### src/ole_pkg.sv
`default_nettype none

package ole_pkg;

   // Default sizing of the node store.
   localparam int CAPACITY_DEFAULT    = 16;
   localparam int VALUE_WIDTH_DEFAULT = 32;

   // Fixed field widths of the request word.
   localparam int CMD_WIDTH       = 3;
   localparam int FIELD_WIDTH     = 32;
   localparam int REQ_TDATA_WIDTH = 72;

   typedef enum logic [CMD_WIDTH-1:0] {
      CMD_FRONT  = 3'd0,
      CMD_APPEND = 3'd1,
      CMD_BEFORE = 3'd2,
      CMD_DELETE = 3'd3,
      CMD_FIND   = 3'd4
   } command_type;

   typedef enum logic [1:0] {
      STS_DONE    = 2'd0,
      STS_MISSING = 2'd1,
      STS_FULL    = 2'd2,
      STS_EMPTY   = 2'd3
   } status_type;

   typedef enum logic [3:0] {
      ST_INIT,
      ST_IDLE,
      ST_SEARCH,
      ST_TAIL,
      ST_ALLOC_RD,
      ST_ALLOC_WR,
      ST_LINK_PREV,
      ST_DEL_A,
      ST_DEL_B,
      ST_FINISH
   } state_type;

   typedef struct packed {
      status_type status;
      logic       found;
   } result_type;

endpackage

`default_nettype wire

### src/ole_ram.sv
`default_nettype none

// Simple dual-port RAM: one write port, one read port with registered data.
module ole_ram #(
   parameter int WIDTH = 8,
   parameter int DEPTH = 16,
   localparam int AW = $clog2(DEPTH)
) (
   input  wire logic             clock,
   input  wire logic             wr_en,
   input  wire logic [AW-1:0]    wr_addr,
   input  wire logic [WIDTH-1:0] wr_data,
   input  wire logic [AW-1:0]    rd_addr,
   output logic      [WIDTH-1:0] rd_data
);

   logic [WIDTH-1:0] mem_ff [DEPTH];
   logic [WIDTH-1:0] rd_data_ff;

   always_ff @(posedge clock) begin
      if (wr_en) begin
         mem_ff[wr_addr] <= wr_data;
      end
      rd_data_ff <= mem_ff[rd_addr];
   end

   assign rd_data = rd_data_ff;

endmodule

`default_nettype wire

### src/ole_ctrl.sv
`default_nettype none

// Command sequencer: walks the linked list one node-store read per cycle and
// relinks nodes through the write ports of the two memories.
module ole_ctrl #(
   parameter int CAPACITY    = ole_pkg::CAPACITY_DEFAULT,
   parameter int VALUE_WIDTH = ole_pkg::VALUE_WIDTH_DEFAULT,
   localparam int IDXW  = $clog2(CAPACITY),
   localparam int LINKW = $clog2(CAPACITY + 1)
) (
   input  wire logic                    clock,
   input  wire logic                    reset,
   input  wire logic                    req_valid,
   output logic                         req_ready,
   input  wire ole_pkg::command_type    req_command,
   input  wire logic [VALUE_WIDTH-1:0]  req_value,
   input  wire logic [VALUE_WIDTH-1:0]  req_anchor,
   output logic                         res_valid,
   input  wire logic                    res_ready,
   output ole_pkg::result_type          res,
   output logic      [LINKW-1:0]        res_count,
   output logic                         res_empty,
   output logic      [IDXW-1:0]         rd_addr,
   input  wire logic [LINKW-1:0]        link_rdata,
   input  wire logic [VALUE_WIDTH-1:0]  value_rdata,
   output logic                         link_we,
   output logic      [IDXW-1:0]         link_waddr,
   output logic      [LINKW-1:0]        link_wdata,
   output logic                         value_we,
   output logic      [IDXW-1:0]         value_waddr,
   output logic      [VALUE_WIDTH-1:0]  value_wdata
);

   localparam logic [LINKW-1:0] NIL      = LINKW'(CAPACITY);
   localparam logic [IDXW-1:0]  INIT_END = IDXW'(CAPACITY - 1);

   ole_pkg::state_type   state_ff, state_in;
   ole_pkg::command_type cmd_ff, cmd_in;
   ole_pkg::status_type  status_ff, status_in;
   logic                 found_ff, found_in;
   logic [VALUE_WIDTH-1:0] val_ff, val_in;
   logic [VALUE_WIDTH-1:0] tgt_ff, tgt_in;
   logic [LINKW-1:0]     head_ff, head_in;
   logic [LINKW-1:0]     free_ff, free_in;
   logic [LINKW-1:0]     count_ff, count_in;
   logic [LINKW-1:0]     cur_ff, cur_in;
   logic [LINKW-1:0]     prev_ff, prev_in;
   logic [LINKW-1:0]     nl_ff, nl_in;
   logic [LINKW-1:0]     steps_ff, steps_in;
   logic [IDXW-1:0]      init_ff, init_in;

   logic                 has_free;
   logic                 list_empty;
   logic                 link_ok;
   logic                 prev_ok;
   logic                 match;
   logic [LINKW-1:0]     steps_nx;
   logic                 walk_on;
   logic                 tail_on;
   logic                 init_last;

   assign has_free   = free_ff < NIL;
   assign list_empty = !(head_ff < NIL);
   assign link_ok    = link_rdata < NIL;
   assign prev_ok    = prev_ff < NIL;
   assign match      = value_rdata == tgt_ff;
   assign steps_nx   = steps_ff + LINKW'(1);
   assign walk_on    = link_ok && (steps_nx < NIL);
   assign tail_on    = link_ok && (steps_ff < NIL);
   assign init_last  = init_ff == INIT_END;

   // Next state.
   always_comb begin
      state_in = state_ff;
      case (state_ff)
         ole_pkg::ST_INIT: begin
            if (init_last) begin
               state_in = ole_pkg::ST_IDLE;
            end
         end
         ole_pkg::ST_IDLE: begin
            if (req_valid) begin
               case (req_command)
                  ole_pkg::CMD_FRONT, ole_pkg::CMD_APPEND: begin
                     if (!has_free) begin
                        state_in = ole_pkg::ST_FINISH;
                     end else if (req_command == ole_pkg::CMD_FRONT || list_empty) begin
                        state_in = ole_pkg::ST_ALLOC_RD;
                     end else begin
                        state_in = ole_pkg::ST_TAIL;
                     end
                  end
                  ole_pkg::CMD_BEFORE, ole_pkg::CMD_DELETE, ole_pkg::CMD_FIND: begin
                     state_in = list_empty ? ole_pkg::ST_FINISH : ole_pkg::ST_SEARCH;
                  end
                  default: begin
                     state_in = ole_pkg::ST_FINISH;
                  end
               endcase
            end
         end
         ole_pkg::ST_SEARCH: begin
            if (match) begin
               case (cmd_ff)
                  ole_pkg::CMD_BEFORE: begin
                     state_in = has_free ? ole_pkg::ST_ALLOC_RD : ole_pkg::ST_FINISH;
                  end
                  ole_pkg::CMD_DELETE: begin
                     state_in = ole_pkg::ST_DEL_A;
                  end
                  default: begin
                     state_in = ole_pkg::ST_FINISH;
                  end
               endcase
            end else if (!walk_on) begin
               state_in = ole_pkg::ST_FINISH;
            end
         end
         ole_pkg::ST_TAIL: begin
            if (!tail_on) begin
               state_in = ole_pkg::ST_ALLOC_RD;
            end
         end
         ole_pkg::ST_ALLOC_RD: begin
            state_in = ole_pkg::ST_ALLOC_WR;
         end
         ole_pkg::ST_ALLOC_WR: begin
            state_in = prev_ok ? ole_pkg::ST_LINK_PREV : ole_pkg::ST_FINISH;
         end
         ole_pkg::ST_LINK_PREV: begin
            state_in = ole_pkg::ST_FINISH;
         end
         ole_pkg::ST_DEL_A: begin
            state_in = prev_ok ? ole_pkg::ST_DEL_B : ole_pkg::ST_FINISH;
         end
         ole_pkg::ST_DEL_B: begin
            state_in = ole_pkg::ST_FINISH;
         end
         ole_pkg::ST_FINISH: begin
            if (res_ready) begin
               state_in = ole_pkg::ST_IDLE;
            end
         end
         default: begin
            state_in = ole_pkg::ST_IDLE;
         end
      endcase
   end

   // Datapath and memory controls.
   always_comb begin
      cmd_in      = cmd_ff;
      status_in   = status_ff;
      found_in    = found_ff;
      val_in      = val_ff;
      tgt_in      = tgt_ff;
      head_in     = head_ff;
      free_in     = free_ff;
      count_in    = count_ff;
      cur_in      = cur_ff;
      prev_in     = prev_ff;
      nl_in       = nl_ff;
      steps_in    = steps_ff;
      init_in     = init_ff;
      req_ready   = 1'b0;
      res_valid   = 1'b0;
      rd_addr     = cur_ff[IDXW-1:0];
      link_we     = 1'b0;
      link_waddr  = cur_ff[IDXW-1:0];
      link_wdata  = nl_ff;
      value_we    = 1'b0;
      value_waddr = free_ff[IDXW-1:0];
      value_wdata = val_ff;
      case (state_ff)
         ole_pkg::ST_INIT: begin
            // Chain every node into the free list: node i links to node i+1.
            link_we    = 1'b1;
            link_waddr = init_ff;
            link_wdata = LINKW'(init_ff) + LINKW'(1);
            init_in    = init_ff + IDXW'(1);
         end
         ole_pkg::ST_IDLE: begin
            req_ready = 1'b1;
            rd_addr   = head_ff[IDXW-1:0];
            if (req_valid) begin
               cmd_in    = req_command;
               val_in    = req_value;
               tgt_in    = (req_command == ole_pkg::CMD_BEFORE) ? req_anchor : req_value;
               status_in = ole_pkg::STS_DONE;
               found_in  = 1'b0;
               cur_in    = head_ff;
               prev_in   = NIL;
               steps_in  = '0;
               case (req_command)
                  ole_pkg::CMD_FRONT, ole_pkg::CMD_APPEND: begin
                     if (!has_free) begin
                        status_in = ole_pkg::STS_FULL;
                     end
                  end
                  ole_pkg::CMD_BEFORE, ole_pkg::CMD_DELETE, ole_pkg::CMD_FIND: begin
                     if (list_empty) begin
                        status_in = ole_pkg::STS_EMPTY;
                     end
                  end
                  default: begin
                  end
               endcase
            end
         end
         ole_pkg::ST_SEARCH: begin
            if (match) begin
               found_in = 1'b1;
               case (cmd_ff)
                  ole_pkg::CMD_BEFORE: begin
                     if (!has_free) begin
                        status_in = ole_pkg::STS_FULL;
                     end
                     nl_in = cur_ff;
                  end
                  ole_pkg::CMD_DELETE: begin
                     nl_in = link_rdata;
                  end
                  default: begin
                  end
               endcase
            end else if (walk_on) begin
               prev_in  = cur_ff;
               cur_in   = link_rdata;
               steps_in = steps_nx;
               rd_addr  = link_rdata[IDXW-1:0];
            end else begin
               status_in = ole_pkg::STS_MISSING;
            end
         end
         ole_pkg::ST_TAIL: begin
            if (tail_on) begin
               cur_in   = link_rdata;
               steps_in = steps_nx;
               rd_addr  = link_rdata[IDXW-1:0];
            end else begin
               prev_in = cur_ff;
               nl_in   = link_rdata;
            end
         end
         ole_pkg::ST_ALLOC_RD: begin
            rd_addr = free_ff[IDXW-1:0];
         end
         ole_pkg::ST_ALLOC_WR: begin
            // The free head becomes the new node; its link comes back this cycle.
            link_we     = 1'b1;
            link_waddr  = free_ff[IDXW-1:0];
            link_wdata  = prev_ok ? nl_ff : head_ff;
            value_we    = 1'b1;
            value_waddr = free_ff[IDXW-1:0];
            value_wdata = val_ff;
            free_in     = link_rdata;
            count_in    = count_ff + LINKW'(1);
            cur_in      = free_ff;
            if (!prev_ok) begin
               head_in = free_ff;
            end
         end
         ole_pkg::ST_LINK_PREV: begin
            link_we    = 1'b1;
            link_waddr = prev_ff[IDXW-1:0];
            link_wdata = cur_ff;
         end
         ole_pkg::ST_DEL_A: begin
            link_we    = 1'b1;
            link_waddr = cur_ff[IDXW-1:0];
            link_wdata = free_ff;
            free_in    = cur_ff;
            if (count_ff != '0) begin
               count_in = count_ff - LINKW'(1);
            end
            if (!prev_ok) begin
               head_in = nl_ff;
            end
         end
         ole_pkg::ST_DEL_B: begin
            link_we    = 1'b1;
            link_waddr = prev_ff[IDXW-1:0];
            link_wdata = nl_ff;
         end
         ole_pkg::ST_FINISH: begin
            res_valid = 1'b1;
         end
         default: begin
         end
      endcase
   end

   always_ff @(posedge clock) begin
      if (reset) begin
         state_ff <= ole_pkg::ST_INIT;
         init_ff  <= '0;
         head_ff  <= NIL;
         free_ff  <= '0;
         count_ff <= '0;
      end else begin
         state_ff <= state_in;
         init_ff  <= init_in;
         head_ff  <= head_in;
         free_ff  <= free_in;
         count_ff <= count_in;
      end
   end

   always_ff @(posedge clock) begin
      cmd_ff    <= cmd_in;
      status_ff <= status_in;
      found_ff  <= found_in;
      val_ff    <= val_in;
      tgt_ff    <= tgt_in;
      cur_ff    <= cur_in;
      prev_ff   <= prev_in;
      nl_ff     <= nl_in;
      steps_ff  <= steps_in;
   end

   assign res       = '{status: status_ff, found: found_ff};
   assign res_count = count_ff;
   assign res_empty = list_empty;

endmodule

`default_nettype wire

### src/ordered_list_engine.sv
`default_nettype none

// Ordered list engine: a singly linked list of signed values held in a node
// store of CAPACITY entries, with unused nodes chained into a free list.
// Commands arrive as words on the req_ stream; each command produces exactly
// one result word on the rsp_ stream, in order.
// After reset the engine chains the whole node store into the free list;
// req_tready stays low during this pass and the list is empty.
// Commands are handled one at a time by a sequencer that walks the list one
// node per cycle. A command that needs no walk (an undefined code, a front
// or append on a full store, or a search on an empty list) goes straight to
// its result, and an insert at the front allocates and writes a new node.
// A find walks to the match or the tail; a delete that finds its value then
// returns the node to the free list and, unless it was the head, relinks its
// predecessor. An append walks to the tail and an insert to its anchor; if
// a node is free (and for an insert the anchor is found), the new node is
// written and, unless it becomes the head, linked from its predecessor. The
// next command is taken only after the result enters the output register.
// The result sits in an output register. If the receiver still holds the
// earlier word when the next result is ready, the engine waits with
// req_tready low until that word is taken; no word is dropped or repeated.
module ordered_list_engine #(
   parameter int CAPACITY    = ole_pkg::CAPACITY_DEFAULT,
   parameter int VALUE_WIDTH = ole_pkg::VALUE_WIDTH_DEFAULT,
   localparam int CNTW        = $clog2(CAPACITY + 1),
   localparam int RSP_BITS    = CNTW + 4,
   localparam int RSP_TDATA_W = ((RSP_BITS + 7) / 8) * 8
) (
   input  wire logic                                  clock,
   input  wire logic                                  reset,
   input  wire logic                                  req_tvalid,
   output logic                                       req_tready,
   // command [2:0], value [34:3], anchor [66:35], zero padding above
   input  wire logic [ole_pkg::REQ_TDATA_WIDTH-1:0]   req_tdata,
   output logic                                       rsp_tvalid,
   input  wire logic                                  rsp_tready,
   // status [1:0], found [2], entry_total [CNTW+2:3], is_empty [CNTW+3],
   // zero padding above
   output logic      [RSP_TDATA_W-1:0]                rsp_tdata
);

   localparam int IDXW  = $clog2(CAPACITY);
   localparam int LINKW = $clog2(CAPACITY + 1);
   localparam int FW    = ole_pkg::FIELD_WIDTH;
   localparam int CW    = ole_pkg::CMD_WIDTH;

   // Request fields: values are sign-extended, then kept at VALUE_WIDTH bits.
   ole_pkg::command_type       req_command;
   logic [FW-1:0]              value_raw;
   logic [FW-1:0]              anchor_raw;
   logic [VALUE_WIDTH+FW-1:0]  value_ext;
   logic [VALUE_WIDTH+FW-1:0]  anchor_ext;
   logic [VALUE_WIDTH-1:0]     req_value;
   logic [VALUE_WIDTH-1:0]     req_anchor;

   assign req_command = ole_pkg::command_type'(req_tdata[CW-1:0]);
   assign value_raw   = req_tdata[CW +: FW];
   assign anchor_raw  = req_tdata[CW + FW +: FW];
   assign value_ext   = {{VALUE_WIDTH{value_raw[FW-1]}}, value_raw};
   assign anchor_ext  = {{VALUE_WIDTH{anchor_raw[FW-1]}}, anchor_raw};
   assign req_value   = value_ext[VALUE_WIDTH-1:0];
   assign req_anchor  = anchor_ext[VALUE_WIDTH-1:0];

   // Sequencer and memory connections.
   logic                    res_valid;
   logic                    res_ready;
   ole_pkg::result_type     res;
   logic [CNTW-1:0]         res_count;
   logic                    res_empty;
   logic [IDXW-1:0]         rd_addr;
   logic [LINKW-1:0]        link_rdata;
   logic [VALUE_WIDTH-1:0]  value_rdata;
   logic                    link_we;
   logic [IDXW-1:0]         link_waddr;
   logic [LINKW-1:0]        link_wdata;
   logic                    value_we;
   logic [IDXW-1:0]         value_waddr;
   logic [VALUE_WIDTH-1:0]  value_wdata;

   ole_ctrl #(
      .CAPACITY    (CAPACITY),
      .VALUE_WIDTH (VALUE_WIDTH)
   ) u_ctrl (
      .clock       (clock),
      .reset       (reset),
      .req_valid   (req_tvalid),
      .req_ready   (req_tready),
      .req_command (req_command),
      .req_value   (req_value),
      .req_anchor  (req_anchor),
      .res_valid   (res_valid),
      .res_ready   (res_ready),
      .res         (res),
      .res_count   (res_count),
      .res_empty   (res_empty),
      .rd_addr     (rd_addr),
      .link_rdata  (link_rdata),
      .value_rdata (value_rdata),
      .link_we     (link_we),
      .link_waddr  (link_waddr),
      .link_wdata  (link_wdata),
      .value_we    (value_we),
      .value_waddr (value_waddr),
      .value_wdata (value_wdata)
   );

   // Link memory: one next-node index per node, NIL being CAPACITY.
   ole_ram #(
      .WIDTH (LINKW),
      .DEPTH (CAPACITY)
   ) u_link_ram (
      .clock   (clock),
      .wr_en   (link_we),
      .wr_addr (link_waddr),
      .wr_data (link_wdata),
      .rd_addr (rd_addr),
      .rd_data (link_rdata)
   );

   // Value memory: read at the same address as the link memory during a walk.
   ole_ram #(
      .WIDTH (VALUE_WIDTH),
      .DEPTH (CAPACITY)
   ) u_value_ram (
      .clock   (clock),
      .wr_en   (value_we),
      .wr_addr (value_waddr),
      .wr_data (value_wdata),
      .rd_addr (rd_addr),
      .rd_data (value_rdata)
   );

   // Output register. It can be reloaded in the same cycle as its word is taken.
   logic                 rsp_valid_ff, rsp_valid_in;
   ole_pkg::status_type  rsp_status_ff, rsp_status_in;
   logic                 rsp_found_ff, rsp_found_in;
   logic [CNTW-1:0]      rsp_count_ff, rsp_count_in;
   logic                 rsp_empty_ff, rsp_empty_in;
   logic                 rsp_load;

   assign res_ready = !rsp_valid_ff || rsp_tready;
   assign rsp_load  = res_valid && res_ready;

   always_comb begin
      rsp_valid_in  = rsp_valid_ff;
      rsp_status_in = rsp_status_ff;
      rsp_found_in  = rsp_found_ff;
      rsp_count_in  = rsp_count_ff;
      rsp_empty_in  = rsp_empty_ff;
      if (rsp_load) begin
         rsp_valid_in  = 1'b1;
         rsp_status_in = res.status;
         rsp_found_in  = res.found;
         rsp_count_in  = res_count;
         rsp_empty_in  = res_empty;
      end else if (rsp_tready) begin
         rsp_valid_in = 1'b0;
      end
   end

   always_ff @(posedge clock) begin
      if (reset) begin
         rsp_valid_ff <= 1'b0;
      end else begin
         rsp_valid_ff <= rsp_valid_in;
      end
   end

   always_ff @(posedge clock) begin
      rsp_status_ff <= rsp_status_in;
      rsp_found_ff  <= rsp_found_in;
      rsp_count_ff  <= rsp_count_in;
      rsp_empty_ff  <= rsp_empty_in;
   end

   assign rsp_tvalid = rsp_valid_ff;
   assign rsp_tdata  = RSP_TDATA_W'({rsp_empty_ff, rsp_count_ff, rsp_found_ff, rsp_status_ff});

`ifndef SYNTHESIS
   // The empty flag and the entry count must tell the same story.
   assert property (@(posedge clock) disable iff (reset)
      rsp_valid_ff |-> (rsp_empty_ff == (rsp_count_ff == '0)))
      else $error("empty flag disagrees with entry count");

   // The count never exceeds the size of the node store.
   assert property (@(posedge clock) disable iff (reset)
      rsp_valid_ff |-> (rsp_count_ff <= CNTW'(CAPACITY)))
      else $error("entry count above capacity");

   // A full report only comes when every node is in the list.
   assert property (@(posedge clock) disable iff (reset)
      (rsp_valid_ff && rsp_status_ff == ole_pkg::STS_FULL) |->
         (rsp_count_ff == CNTW'(CAPACITY)))
      else $error("store reported full with free nodes left");

   // An empty report leaves the list empty and nothing found.
   assert property (@(posedge clock) disable iff (reset)
      (rsp_valid_ff && rsp_status_ff == ole_pkg::STS_EMPTY) |->
         (rsp_empty_ff && !rsp_found_ff))
      else $error("empty status on a non-empty list");
`endif

endmodule

`default_nettype wire

### config.mk
export PLATFORM = sky130hd
export DESIGN_NAME = ordered_list_engine
export DESIGN_NICKNAME = d
export VERILOG_FILES = /design/src/ole_pkg.sv /design/src/ole_ram.sv /design/src/ole_ctrl.sv /design/src/ordered_list_engine.sv
export SDC_FILE = /design/constraint.sdc
export NUM_CORES = 1
export LEC_CHECK = 0
export ABC_CLOCK_PERIOD_IN_PS = 13900
export BUFFER_PORTS_ARGS = -buffer_cell sky130_fd_sc_hd__buf_2
export CAP_MARGIN = 20
export CELL_PAD_IN_SITES_DETAIL_PLACEMENT = 0
export CELL_PAD_IN_SITES_GLOBAL_PLACEMENT = 2
export CORE_ASPECT_RATIO = 0.5
export CORE_MARGIN = 2
export CORE_UTILIZATION = 45
export DETAILED_ROUTE_END_ITERATION = 6
export GPL_ROUTABILITY_DRIVEN = 0
export PLACE_DENSITY = 0.87
export SKIP_CTS_REPAIR_TIMING = 1
export SLEW_MARGIN = 20
export SYNTH_ARGS = -nofsm -noshare
export SYNTH_HDL_FRONTEND = slang
export SYNTH_SLANG_ARGS = --single-unit
### constraint.sdc
create_clock -name clock -period 13.9 [get_ports clock]
set_clock_uncertainty 0.05 [all_clocks]
set_input_delay 0.695 -clock clock [delete_from_list [all_inputs] [get_ports clock]]
set_output_delay 0.695 -clock clock [all_outputs]
set_load 0.01 [all_outputs]
Word-level counts from Yosys, hierarchy flattened:

Memory sizes are Yosys's and may differ from the RTL's. A register that Yosys moved wholly into a read port is not among the register bits.
Cells that the tools add are included.

* register bits: 123
* bits in writable memories: 592
* input port bits: 76
* output and inout port bits: 18
* word-level logic and storage cells: 164
* memories kept: 2

* add/sub/neg operators: 5
* order comparisons: 6
* equal/unequal tests: 32
* multiplexer cells: 70
* reductions and logical operators: 30

Memory list
* u_value_ram.mem_ff: words 16, width 32, read ports 1, clocked after Yosys merged registers in 1, write ports 1, RTL line ole_ram.sv:17 `logic [WIDTH-1:0] mem_ff [DEPTH];`
* u_link_ram.mem_ff: words 16, width 5, read ports 1, clocked after Yosys merged registers in 1, write ports 1, RTL line ole_ram.sv:17

Operators with widths (count)
* $mux 5: 18
* $mux 4: 13
* $pmux 5 s2: 5
* $pmux 5 s4: 2
* $pmux 4 s9: 1
* $eq 32x32->1: 1
* $mux 32: 1
* $lt 5x5->1 const B: 6
* $pmux 5 s3: 2
* $reduce_and 5->1: 5
* $eq 4x3->1 const B: 4
* $pmux 4 s2: 2
* $pmux 4 s4: 1
* $mux 2: 7
* $mux 1: 13
* $eq 3x2->1 const B: 4
* $eq 4x4->1 const B: 3
* $ne 2x2->1 const B: 6
* $pmux 4 s3: 1
* $add 5x1->5 const B: 2
* $ne 2x1->1 const B: 5
* $ne 3x3->1 const B: 3
* $eq 4x2->1 const B: 2
* $pmux 2 s2: 2
* other kinds (24): 34

Longest topological paths before layout:

* depth after elaboration: 8
* gate-level depth with buffers: 14
* mapped depth without buffers: 11

Hierarchy:

From an unflattened synthesis, not the netlist that was laid out.

* cells, all modules: 1523
* area, all modules: 29254.3 µm²

Modules (own cells, without submodules)
* ole_ram (u_value_ram): times used 1, cells an instance 838, area each 19835.3 µm², seq. area each 16015.4 µm²
* ole_ctrl: times used 1, cells an instance 506, area each 5809.3 µm², seq. area each 3163.0 µm²
* ole_ram (u_link_ram): times used 1, cells an instance 155, area each 3213.1 µm², seq. area each 2502.4 µm²
* ordered_list_engine: times used 1, cells an instance 24, area each 396.6 µm², seq. area each 290.3 µm²

Worst setup path before layout:

Ideal clock, no wire load.

* path kind: flip-flop to flip-flop
* start: register u_ctrl.state_ff[0]
* end: memory u_value_ram.mem_ff[4][0] (netlist name) (enable)
* library setup time: 0.502 ns
* arrival: 4.514 ns
* data required time: 13.348 ns
* setup slack: 8.835 ns
* cell stages (with the launch flop): 8
* buffers on the path: 2
* clock period less this slack: 5.065 ns
* path through: dfxtp_1 buf_2 nor2b_1 nand2_1 nor2_1 clkbuf_1 nand2_1 nor4_1

* word-level cells in the longest chain between the ends: 4

Ends and longest elaborated chain
* start: declaration: RTL line ole_ctrl.sv:37 `ole_pkg::state_type state_ff, state_in;`
* start signal: assignment: RTL line ole_ctrl.sv:295 `state_ff <= ole_pkg::ST_INIT;`
* start signal: assignment: RTL line ole_ctrl.sv:301 `state_ff <= state_in;`
* $eq 4x3->1: RTL line ole_ctrl.sv:174 `case (state_ff)`
* $mux 1: RTL line ole_ctrl.sv:174
* $mux 1: RTL line ole_ram.sv:21 `if (wr_en) begin`
* $mux 1 (implied by the code): RTL line ole_ram.sv:22 `mem_ff[wr_addr] <= wr_data;`
* end: declaration: RTL line ole_ram.sv:17

No other way between the ends.

Worst setup path in the final report:

* start: register u_ctrl.tgt_ff[22]
* end: register u_value_ram.rd_data_ff[31] (netlist: u_value_ram.rd_data[31]) (read register of u_value_ram.mem_ff)

* word-level cells in the longest chain between the ends: 3

Ends and longest elaborated chain
* start: declaration: RTL line ole_ctrl.sv:42 `logic [VALUE_WIDTH-1:0] tgt_ff, tgt_in;`
* start signal: assignment: RTL line ole_ctrl.sv:314 `tgt_ff <= tgt_in;`
* $eq 32x32->1: RTL line ole_ctrl.sv:66 `assign match = value_rdata == tgt_ff;`
* $mux 4: RTL line ole_ctrl.sv:211 `if (match) begin`
* $pmux 4 s4: RTL line ole_ctrl.sv:174
* end: declaration: RTL line ole_ram.sv:18 `logic [WIDTH-1:0] rd_data_ff;`

No other way between the ends.
A chain may end at the register's enable or synchronous reset.

==> metrics.csv <==
stage,metric,value,unit
floorplanning,start_util,0.456,
synthesis,yosysMostFrequentCell,edfxtp_1,
route,wl_per_cell,24.9,um
route,vias,16200,
power,leakage,0.0112,uW
synthesis,async_flop_share,0,
floorplanning,rows,67,
placed_design,port_buffers,81,
sta,period_share,0.462,
global_route,grt_util_all_layers,0.200,
placed_design,numPlacedInstances,2698,
cells_and_area,area_growth,11.2,%
global_route,grt_pass1_vias,16100,
sta,slew_viol_final,0,
cells_and_area,multi_input_area,0.00803,mm^2
placed_design,hpwl,37.2,mm
floorplanning,die_x,372,um
critical_path,critPathTopFamily,simple AND/OR/NAND/NOR gates,
critical_path,crit_type,reg2reg,
cells_and_area,num-fill-cells,5368,
sta,setup_viol,0,
sta,final.min_clock_period,6.42,ns
critical_path,start_kind,flop,
sta,max_clock_freq,156,MHz
synthesis,syn_area,0.0305,mm^2
sta,finalHoldWorstSlack,0.224,ns
critical_path,crit_buf_inv,2,
critical_path,critPathRequiredTime,14.32,ns
sta,rsz0062_at_grt,false,
power,fin_total_pwr,4850,uW
clocking,cts.reportedPaths.clkPinSlew,0.07,ns
synthesis,netlist_instances,1781,
clocking,clock_path_buffers,3,
synthesis,synth_top_area_share,0.680,
cells_and_area,seq_area,0.0220,mm^2
run,maxCapViolCount,0,
global_route,grt_max_degree,119,
floorplanning,io_pins,94,
critical_path,path_cells,xnor2_1 -> nand4_1 -> nor4_2 -> nand2_1 -> a31oi_1 -> or2_4 -> buf_4 -> buf_4 -> mux2_2 -> a22oi_1 -> nand3_1,
power,ir_drop,0.108,mV
critical_path,cp_max_fo,59,
synthesis,synth_edf_count,691,
floorplanning,die-area,0.0700,mm^2
synthesis,synth-seq-area-share,0.720,
critical_path,worst_ep_arrival_time,6.84,ns
power,power_density,143,mW/mm^2
floorplanning,core,0.0670,mm^2
clocking,htree_levels,3,
floorplanning,chipHeight,188,um
route,dr.pass1.iters,5,
global_route,antenna_found_initial,0,
clocking,cts_tree,done,
clocking,root_buffer,clkbuf_16,
synthesis,synth-seq-cells,752,
route,drt_wl_total,70.1,mm
critical_path,crit_path_end_kind,flop,
sta,worst_slew_pin_slew,1.10,ns
cells_and_area,nNetsFinal,1952,
route,viasPerCell,5.76,
synthesis,synth.avg_cell_area,17.1,um^2
global_route,grt-ovfl-total,0,
route,drtIter0Drc,1532,
synthesis,ys_types,75,
synthesis,synth.top_cells.by_count,"edfxtp_1 (691), mux2i_1 (158), mux2_2 (151)",
sta,maxSlewHeadroom,0.268,
cells_and_area,diodes,0,
critical_path,ff2ff_setup_slack,7.48,ns
critical_path,cp_common_cell,buf_4,
cells_and_area,fin_cells,2816,
route,drcViolationCount,0,
cells_and_area,post-route-util,0.506,
clocking,clock_latency,0.61,ns
run_status,status,completed,
sta,hold_viol,0,
clocking,clock_sinks,752,
global_route,grt_first_pass_wirelength,103,mm
synthesis,yosys.area.top_type,edfxtp_1,
route,ant_nets,0,
clocking,cts_buffers,66,
synthesis,synthFlopType,edfxtp_1,
critical_path,slowest_delay,0.94,ns
synthesis,yosys_warnings,0,
synthesis,synth_area_leaders,"edfxtp_1 (68%), mux2_2 (5.6%), mux2i_1 (5.2%)",
sta,setup_tns,0,ns
critical_path,slowest_stage,or2_4,
min_path,hold_path.class,in2reg,
cells_and_area,drive_above_1_share,0.234,
-- path summary, 6_finish.rpt --
| path | endpoint | startpoint | cells after the start |
|---|---|---|---|
| setup / recovery | u_value_ram.rd_data[31]$_DFF_P_ | u_ctrl.tgt_ff[22]$_DFFE_PP_ | 11 |
| hold / removal | u_ctrl.value_wdata[26]$_DFFE_PP_ | req_tdata[29] | 1 |
| setup reg to reg | u_value_ram.rd_data[31]$_DFF_P_ | u_ctrl.tgt_ff[22]$_DFFE_PP_ | 11 |
| hold reg to reg | rsp_found_ff$_DFFE_PP_ | u_ctrl.found_ff$_DFFE_PP_ | 0 |
-- cell usage in the layout, fill, tap and decap left out, types with 33 or more instances in the layout --
cell type  synthesis  final
buf_2             32     81
xnor2_1           39     39
edfxtp_1         691    691
mux2_2           151    151
nand3_1           53     53
o22a_1            37     37
mux2i_1          158    158
buf_4             14     33
clkbuf_16          0     68
nand2_1           57     57
a22oi_1           46     46
dfxtp_1           61     61
nor2_1            74     64
-- registers in the layout, summed over array words and instances (netlist names), 32 cells and up --
| name | cells |
|---|---|
| u_value_ram.mem_ff | 512 |
| u_value_ram.rd_data | 32 |
| u_link_ram.mem_ff | 80 |
| u_ctrl.value_wdata | 32 |
| u_ctrl.tgt_ff | 32 |
-- stage by stage --
stage,worst slack (ns),area [um^2]
final,7.48,33900
after CTS,7.59,33900
after global routing,7.31,33900
after detailed placement,7.61,31800
after global placement,7.73,31800
after floorplan,8.83,30500
-- area by class of cell --
type                            count  share of cell area
Clock buffer                       91              0.0533
Clock inverter                     26             0.00715
Inverter                           12             0.00136
Multi-Input combinational cell    922               0.237
Sequential cell                   752               0.648
Tap cell                          897              0.0331
Timing Repair Buffer              116              0.0207
-- layer usage --
layer / global-route usage / up-vias / part of all wire
met2: 0.305 / 607 / 0.46
met1: 0.297 / 8284 / 0.45
met3: 0.0355 / 96 / 0.073
met4: 0.0517 / 0 / 0.020
li1: - / 7240 / -
met5: 0 / - / 0
-- where the power goes --
part	leakage, uW	total (uW)	internal, uW	switching, uW
Sequential	0.00674	2590	2540	49.1
Combinational	0.00347	484	194	289
Clock	0.00100	1780	976	803
Total	0.0112	4850	3710	1140
-- logic make-up after synthesis --
family / after synthesis / synth area share
buffers and inverters: 113 / 0.0226
other: 1 / 0.000123
AO/OA/AOI/OAI: 250 / 0.0774
AND/OR/NAND/NOR: 272 / 0.0441
adder cells (fa/ha/maj): 6 / 0.00271
flip-flops: 752 / 0.720
multiplexers: 342 / 0.120
XOR/XNOR: 45 / 0.0129
(Power assumes the default switching activity.)
